<file path="config.mk">
export PLATFORM = sky130hd
export DESIGN_NAME = sbie_front_flat
export DESIGN_NICKNAME = d
export VERILOG_FILES = /design/src/rtl/sbie_pkg.sv /design/src/rtl/sbie_if.sv /design/src/rtl/sbie_front.sv /design/src/flat_wrapper.sv
export SDC_FILE = /design/constraint.sdc
export NUM_CORES = 1
export LEC_CHECK = 0
export ABC_CLOCK_PERIOD_IN_PS = 2150
export BUFFER_PORTS_ARGS = -buffer_cell sky130_fd_sc_hd__buf_4
export CAP_MARGIN = 20
export CELL_PAD_IN_SITES_DETAIL_PLACEMENT = 1
export CELL_PAD_IN_SITES_GLOBAL_PLACEMENT = 1
export CORE_MARGIN = 3
export CORE_UTILIZATION = 25
export DETAILED_ROUTE_END_ITERATION = 8
export PLACE_DENSITY_LB_ADDON = 0.1
export SLEW_MARGIN = 20
export SYNTH_ARGS = -nofsm -noshare
export SYNTH_HDL_FRONTEND = slang
export SYNTH_SLANG_ARGS = --single-unit
</file>
<file path="constraint.sdc">
create_clock -name clk -period 2.15 [get_ports clk]
set_input_delay 0.3225 -clock clk [delete_from_list [all_inputs] [get_ports clk]]
set_output_delay 0.3225 -clock clk [all_outputs]
set_load 0.02 [all_outputs]
</file>
<file path="src/rtl/sbie_pkg.sv">
// Shared types, codes and constants of the 16-bit instruction executor.
`timescale 1ns / 1ps
package sbie_pkg;

    localparam logic FUNC_LOAD = 1'b0;
    localparam logic FUNC_STEP = 1'b1;

    localparam logic [1:0] STORE_NONE = 2'd0;
    localparam logic [1:0] STORE_BYTE = 2'd1;
    localparam logic [1:0] STORE_HALF = 2'd2;

    localparam logic [15:0] KEY_ADDR = 16'hB000;
    localparam logic [3:0]  PC_INDEX = 4'd15;

    typedef struct packed {
        logic        func;
        logic [15:0] load_addr;
        logic [7:0]  load_data;
        logic [7:0]  key_code;
    } sbie_item_t;

    typedef struct packed {
        logic [15:0] pc_value;
        logic [3:0]  flag_bits;
        logic        halted;
        logic        illegal;
        logic        reg_write;
        logic [3:0]  reg_index;
        logic [31:0] reg_value;
        logic [1:0]  store_valid;
        logic [15:0] store_addr;
        logic [15:0] store_data;
        logic        key_taken;
    } sbie_result_t;

    typedef struct packed {
        logic       valid;
        sbie_item_t item;
    } sbie_queue_t;

    typedef enum logic [1:0] {
        ST_IDLE,
        ST_DECODE,
        ST_EXECUTE,
        ST_LOAD
    } sbie_state_t;

endpackage

</file>
<file path="src/rtl/sbie_if.sv">
// Valid/ready channel interfaces for input and result words.
`timescale 1ns / 1ps
interface sbie_in_if;
    logic        valid;
    logic        ready;
    logic        func;
    logic [15:0] load_addr;
    logic [7:0]  load_data;
    logic [7:0]  key_code;

    modport source (output valid, output func, output load_addr, output load_data,
                    output key_code, input ready);
    modport sink (input valid, input func, input load_addr, input load_data,
                  input key_code, output ready);
endinterface


</file>
<file path="src/rtl/sbie_front.sv">
// Front end: accepts input words into a two-entry queue.
`timescale 1ns / 1ps
module sbie_front (
    input  logic                 clk,
    input  logic                 rst_n,
    sbie_in_if.sink              in_ch,
    input  logic                 pop,
    output sbie_pkg::sbie_queue_t head
);
    sbie_pkg::sbie_item_t slot_reg [2];
    logic       wr_ptr_reg, wr_ptr_next;
    logic       rd_ptr_reg, rd_ptr_next;
    logic [1:0] count_reg, count_next;
    logic       push;
    logic       do_pop;

    assign in_ch.ready = (count_reg != 2'd2);
    assign push        = in_ch.valid && in_ch.ready;
    assign do_pop      = pop && (count_reg != 2'd0);

    always_comb
    begin
        wr_ptr_next = push   ? ~wr_ptr_reg : wr_ptr_reg;
        rd_ptr_next = do_pop ? ~rd_ptr_reg : rd_ptr_reg;
        count_next  = count_reg + 2'(push) - 2'(do_pop);
    end

    always_ff @(posedge clk or negedge rst_n)
    begin
        if (!rst_n)
        begin
            wr_ptr_reg <= 1'b0;
            rd_ptr_reg <= 1'b0;
            count_reg  <= 2'd0;
        end
        else
        begin
            wr_ptr_reg <= wr_ptr_next;
            rd_ptr_reg <= rd_ptr_next;
            count_reg  <= count_next;
        end
    end

    always_ff @(posedge clk)
    begin
        if (push)
        begin
            slot_reg[wr_ptr_reg] <= '{func: in_ch.func, load_addr: in_ch.load_addr,
                                      load_data: in_ch.load_data, key_code: in_ch.key_code};
        end
    end

    assign head.valid = (count_reg != 2'd0);
    assign head.item  = slot_reg[rd_ptr_reg];
endmodule

</file>
<file path="src/flat_wrapper.sv">
// flat-port wrapper written by rule: the top's interface ports become plain ports
module sbie_front_flat 
  (clk, rst_n, pop, head, in_ch_valid, in_ch_func, in_ch_load_addr, in_ch_load_data, in_ch_key_code, in_ch_ready);
  sbie_in_if in_ch_i ();
  input  logic clk;
  input  logic rst_n;
  input  logic pop;
  output sbie_pkg::sbie_queue_t head;
  input wire logic [$bits(in_ch_i.valid)-1:0] in_ch_valid;
  input wire logic [$bits(in_ch_i.func)-1:0] in_ch_func;
  input wire logic [$bits(in_ch_i.load_addr)-1:0] in_ch_load_addr;
  input wire logic [$bits(in_ch_i.load_data)-1:0] in_ch_load_data;
  input wire logic [$bits(in_ch_i.key_code)-1:0] in_ch_key_code;
  output wire logic [$bits(in_ch_i.ready)-1:0] in_ch_ready;
  assign in_ch_i.valid = in_ch_valid;
  assign in_ch_i.func = in_ch_func;
  assign in_ch_i.load_addr = in_ch_load_addr;
  assign in_ch_i.load_data = in_ch_load_data;
  assign in_ch_i.key_code = in_ch_key_code;
  assign in_ch_ready = in_ch_i.ready;
  sbie_front u_core (.clk(clk), .rst_n(rst_n), .in_ch(in_ch_i), .pop(pop), .head(head));
endmodule
</file>
# Word level (Yosys, flattened, before mapping)

Memories as Yosys holds them, arrays and structs flattened.
Cells that the tools add are included.

Bits in registers: 4
Bits in writable memories: 66
Bits of input ports: 37
Output and inout bits: 35
Word-level logic and storage cells: 14
Memories: 1

Memory list:

| name            | depth | bits a word | rd ports | clocked after Yosys merged registers in | write ports | RTL line         | text |
|---|---|---|---|---|---|---|---|
| u_core.slot_reg | 2     | 33          | 1        | 0                                       | 1           | sbie_front.sv:10 | `sbie_pkg::sbie_item_t slot_reg [2];` |

Add/sub/neg operators: 2
Eq/ne operators: 1
Muxes and demuxes: 2
Bitwise gates (word level): 2
Reductions and logical operators: 3

Operators with widths:

| cell                 | count |
|---|---|
| $add A2 B1 Y2        | 1 |
| $logic_and A1 B1 Y1  | 2 |
| $mux W1              | 2 |
| $ne A2 B2 Y1 const B | 1 |
| $not A1 Y1           | 2 |
| $reduce_bool A2 Y1   | 1 |
| $sub A2 B1 Y2        | 1 |

# Longest topological paths before layout

Gate-level depths: netlist of run 1.

Depth after elaboration: 4
Depth in mapped cells: 7
Depth with buffers taken out: 7

# Worst setup path before layout of run 1

Ideal clock, no wire load.

Kind: register -> register
Start: reg u_core.count_reg[1]
End: mem u_core.slot_reg[0][0] in the netlist's numbering, enable pin
Setup time: 0.423 ns
Data arrival time: 2.148 ns
Required time: 1.727 ns
Path slack: -0.421 ns
Stages on the path, launching flop included: 4
Path buffers: 0
Clock period less this slack: 2.571 ns
Path through: dfrtp_1 nand2b_1 nand2_1 nor2_1

Word-level cells in the longest chain between the ends: 4

RTL lines:

| what                          | RTL line           | text |
|---|---|---|
| from (decl)                   | sbie_front.sv:13   | `logic [1:0] count_reg, count_next;` |
| from (signal assigned)        | sbie_front.sv:40   | `count_reg <= count_next;` |
| $ne A2 B2 Y1                  | sbie_front.sv:17   | `assign in_ch.ready = (count_reg != 2'd2);` |
| named net in_ch_ready         | flat_wrapper.sv:14 | `output wire logic [$bits(in_ch_i.ready)-1:0] in_ch_ready;` |
| $logic_and A1 B1 Y1           | sbie_front.sv:18   | `assign push = in_ch.valid && in_ch.ready;` |
| $mux W1                       | sbie_front.sv:46   | `if (push)` |
| $mux W1 (implied by the code) | sbie_front.sv:48   | `slot_reg[wr_ptr_reg] <= '{func: in_ch.func, load_addr: in_ch.load_addr,` |
| to (decl)                     | sbie_front.sv:10   |  |

The timed path passes the listed nets, and every way through them passes these cells.

==> results of run 1 <==
## area by class of cell
type,count,area share (%)
clock buffers,9,3.34
clock inverters,7,3.04
inverters,3,0.304
multi-input cells,45,15.8
flip-flops and latches,70,56.2
well taps,136,4.59
repair buffers,76,16.8
## worst max-delay path: cells and delay by family (launching register included)
kind     cells  cell delay (ns)
mux          1             0.35
buf+inv      2             0.38
flops        1             0.55
## report_power, final
part           switching [mW]  internal (mW)  total (mW)
Sequential              0.140           1.87        2.01
Combinational           0.987           1.03        2.02
Clock                   0.477          0.762        1.24
Total                    1.60           3.66        5.27
## kinds of logic (layout without fill, tap and decap cells)
logic type	after synthesis	count (layout)	share of synthesized area (%)
fa+ha+maj	2	2	0.922
buf+inv	7	95	2.07
mux	33	33	17.7
xor+xnor	4	4	1.29
simple gates	6	6	1.29
flops	70	70	76.7
## synth_stat cells
master | instances | area [um^2]
mux2_4 | 29 | 435
edfxtp_1 | 66 | 1980
inv_1 | 3 | 11.3
or2_1 | 1 | 6.26
ha_1 | 2 | 25.0
dfrtp_1 | 4 | 100
nand2b_1 | 1 | 6.26
and3_1 | 1 | 6.26
mux2_1 | 4 | 45.0
xnor2_1 | 3 | 26.3
and2_4 | 1 | 8.76
buf_6 | 4 | 45.0
xor2_1 | 1 | 8.76
nor2_1 | 1 | 3.75
nand2_1 | 1 | 3.75
## per-stage QoR
step / std cells / hold WS [ns] / power (mW) / util, %
CTS: 346 / 0.145 / 5.39 / 35.4
floorplan: 122 / 0.0269 / 3.32 / -
finish: 346 / 0.167 / 5.27 / 35.4
detailed placement: 329 / 0.125 / 4.12 / 33.1
global placement: 329 / 0.121 / 4.07 / 33.1
global route: 346 / 0.139 / 5.57 / 35.4
## final timing paths
kind	to	slack, ns	cells past startpoint	start
setup / recovery	head[1]	0.21	3	u_core.rd_ptr_reg
hold / removal	u_core.slot_reg[1][24]	0.17	1	in_ch_load_addr[8]
setup reg to reg	u_core.count_reg[1]	0.45	7	u_core.count_reg[0]
hold reg to reg	u_core.count_reg[1]	0.51	1	u_core.count_reg[1]
max in group asynchronous	u_core.rd_ptr_reg	1.73	2	rst_n
min in group asynchronous	u_core.count_reg[0]	0.31	2	rst_n
## per-layer routing
metal	track usage [%]	share of wire, %
met3	4.43	8.3
met5	0	0
met1	8.76	36
met4	4.49	1.4
met2	16.4	55
==> flow_metrics.tcl, run 1 <==
set metrics [dict create \
    arrival_ns 1.61 \
    antenna_found_initial 0 \
    cts_made_buffers 9 \
    slowest_delay_ns 0.55 \
    die_w_um 110 \
    p_per_area_nw_per_um2 1420 \
    dpl.hpwl_um 3770 \
    vias 1369 \
    grt_pass1_wl_um 7910 \
    seq_area_um2 2080 \
    cts_tree "yes" \
    yosysUniqueCellTypes 15 \
    final_cell_mix "buf_4, edfxtp_1, mux2_4" \
    diodes 0 \
    final_max_slew_viol_count 0 \
    fill_cells 1089 \
    syn_area_per_cell_um2 22.2 \
    slew_headroom_pct 74.0 \
    rsz0062_at_grt "no" \
    p_leak_nw 1.47 \
    cpMaxStageDelayCell "dfrtp_2" \
    pin_count 72 \
    io_buffers 71 \
    final_common_cell "buf_4" \
    skew_ns 0.00590 \
    setup_viol 0 \
    outcome "finished, final reports clean" \
    multiInputGateArea_um2 584 \
    synth_seq_area_share_pct 76.7 \
    crit_required_ns 1.83 \
    rows 37 \
    htree_levels 3 \
    postCtsSetupRepairBufs 0 \
    preCtsSetupSlack_ns 0.442 \
    firstDrtPassIters 4 \
    cts_resized 0 \
    drive_gt1_share_pct 58.1 \
    yosysWarnings 0 \
    ant_nets 0 \
    gp_congestion 0.654 \
    clock_path_buffers 2 \
    path_class "register to output port" \
    cts_hold_buf 1 \
    die_area_um2 12100 \
    drtIter0Drc 46 \
    crit_fanout 14 \
    fin_nets 244 \
    avgViaCountPerCell 3.96 \
    grt-ovfl-total 0 \
    syn_inst 122 \
    wirelength_um 5260 \
    area_growth_pct 36.7 \
    timing.fmax_ghz 0.516 \
    fin_tns_setup_ns 0 \
    largest_reg_flops 66 \
    grt_max_degree 26 \
    timing.final.crit_share_pct 90.1 \
    endpoint_kind "output port" \
    clk_latency_ns 0.33 \
    setup_slack_ns 0.213 \
    min_period_ns 1.94 \
    critPathLaunchType "register" \
    finalHoldViolations 0 \
    ys_ff_latch 70 \
    fin_area_um2 3710 \
    worst-slew-pin-transition_ns 0.390 \
    vdd_drop_max_mv 0.525 \
    drv_cap 0 \
    clk_pin_slew_ns 0.07 \
    min_path_type "input pin to register" \
    grt_pass1_vias 1550 \
    postPlaceCellArea_um2 3460 \
    crit_chain "buf_12 > mux2_1 > buf_4" \
    die_y_um 110 \
    wire_per_inst_um 15.2 \
    drc 0 \
    initial_utilization_pct 25.9 \
    root_buffer "clkbuf_8" \
    track_usage_pct 9.18 \
    core-area_um2 10500 \
    synth_area_um2 2710 \
    clkSinkCount 70 \
    synthesis.nets 161 \
]
Note: power is estimated with default switching activity, not from simulation.
==> run 2: changes to the inputs <==
--- a/config.mk
+++ b/config.mk
@@ -14,6 +14,7 @@
 export CORE_UTILIZATION = 25
 export DETAILED_ROUTE_END_ITERATION = 8
 export PLACE_DENSITY_LB_ADDON = 0.1
+export REMOVE_ABC_BUFFERS = 1
 export SLEW_MARGIN = 20
 export SYNTH_ARGS = -nofsm -noshare
 export SYNTH_HDL_FRONTEND = slang
==> run 2 against run 1 <==
Against the previous run:
- final cell count stayed put
- critical endpoint is now head[2]
- global-route usage grew 0.48 points
- first-iteration DRC count decreased by 61%
==> flow_metrics.tcl, run 2 (same netlist as run 1, synthesis figures left out) <==
set metrics [dict create \
    outcome "finished, final reports clean" \
    p_per_area_nw_per_um2 1450 \
    area_growth_pct 37.6 \
    postCtsSetupRepairBufs 0 \
    clkSinkCount 70 \
    final_cell_mix "buf_4, edfxtp_1, mux2_4" \
    cpMaxStageDelayCell "dfrtp_2" \
    vdd_drop_max_mv 0.553 \
    die_area_um2 12100 \
    drv_cap 0 \
    grt_pass1_vias 1655 \
    drive_gt1_share_pct 58.6 \
    grt_pass1_wl_um 8430 \
    grt_max_degree 32 \
    avgViaCountPerCell 3.92 \
    ant_nets 0 \
    io_buffers 71 \
    clk_latency_ns 0.33 \
    p_leak_nw 1.49 \
    final_common_cell "buf_4" \
    largest_reg_flops 66 \
    slew_headroom_pct 72.7 \
    clk_pin_slew_ns 0.08 \
    track_usage_pct 9.66 \
    grt-ovfl-total 0 \
    rows 37 \
    ff2ff_path_depth 7 \
    initial_utilization_pct 25.9 \
    setup_viol 0 \
    finalHoldViolations 0 \
    diodes 0 \
    critPathLaunchType "register" \
    core-area_um2 10500 \
    vias 1358 \
    min_path_type "input pin to register" \
    arrival_ns 1.67 \
    final_util_pct 35.7 \
    htree_levels 3 \
    min_period_ns 1.99 \
    drc 0 \
    cts_made_buffers 9 \
    pin_count 72 \
    timing.final.crit_share_pct 92.5 \
    crit_chain "buf_12 > mux2_1 > buf_4" \
    gp_congestion 0.626 \
    clock_path_buffers 2 \
    fin_tns_setup_ns 0 \
    root_buffer "clkbuf_8" \
    worst-slew-pin-transition_ns 0.409 \
    wirelength_um 5550 \
    fin_nets 244 \
    antenna_found_initial 0 \
    slowest_delay_ns 0.63 \
    timing.fmax_ghz 0.503 \
    endpoint_kind "output port" \
    crit_required_ns 1.83 \
    rsz0062_at_grt "no" \
    final_max_slew_viol_count 0 \
    drtIter0Drc 18 \
    crit_fanout 13 \
    path_class "register to output port" \
    dpl.hpwl_um 3960 \
    preCtsSetupSlack_ns 0.429 \
    skew_ns 0.00475 \
    die_w_um 110 \
    firstDrtPassIters 3 \
    hold_depth 1 \
    die_y_um 110 \
    wire_per_inst_um 16.0 \
    setup_slack_ns 0.161 \
    cts_tree "yes" \
]
## run 2: cell count changes in the layout (fill, tap and decap cells not counted), sizes merged
cell / delta
clkbuf: +1
clkinvlp: -2
bufinv: +1
## run 2: per-stage QoR
step	instances	hold WS, ns	total power, mW	instance area [um^2]
after global routing	346	0.138	5.71	3730
final	346	0.173	5.42	3730
after CTS	346	0.145	5.54	3730
after floorplan	118	0.0269	3.26	2670
after global placement	329	0.126	4.07	3460
after detailed placement	329	0.128	4.15	3460
## run 2: what timing repair did
item,4_1_cts,5_1_grt
resized for setup,0,0
hold buffers,1,0
endpoints found under the hold margin,4,0
## run 2: path summary, 6_finish.rpt
check | from | to | slack (ns)
worst max register to register | u_core.count_reg[1] | u_core.count_reg[1] | 0.41
max in group asynchronous | rst_n | u_core.rd_ptr_reg | 1.71
min in group asynchronous | rst_n | u_core.rd_ptr_reg | 0.32
worst min-delay path | in_ch_load_addr[5] | u_core.slot_reg[0][21] | 0.17
worst min register to register | u_core.count_reg[1] | u_core.count_reg[1] | 0.52
worst max-delay path | u_core.rd_ptr_reg | head[2] | 0.16
## run 2: final cells by class
type	count	area (um^2)
multi-input cells	45	584
fillers	1083	6730
repair buffers	76	623
clock inverters	6	134
clock buffers	10	128
inverters	3	11.3
well taps	136	170
flip-flops and latches	70	2080
## run 2: power breakdown
part           total (mW)  switching [mW]  internal, mW
clock network        1.37           0.477         0.889
registers            2.03           0.159          1.87
logic                2.02           0.991          1.03
total                5.42            1.63          3.79
## run 2: layer usage
| layer | wire length, um | global-route usage (%) |
|---|---|---|
| met1 | 2110 | 9.97 |
| met2 | 2990 | 17.1 |
| met3 | 377 | 3.67 |
| met4 | 74 | 4.75 |
| met5 | 0 | 0 |
## run 2: worst max-delay path, delay by kind of cell, from the launching register on
kind / cells / cell delay [ns]
muxes: 1 / 0.33
buffers and inverters: 2 / 0.38
DFF: 1 / 0.63
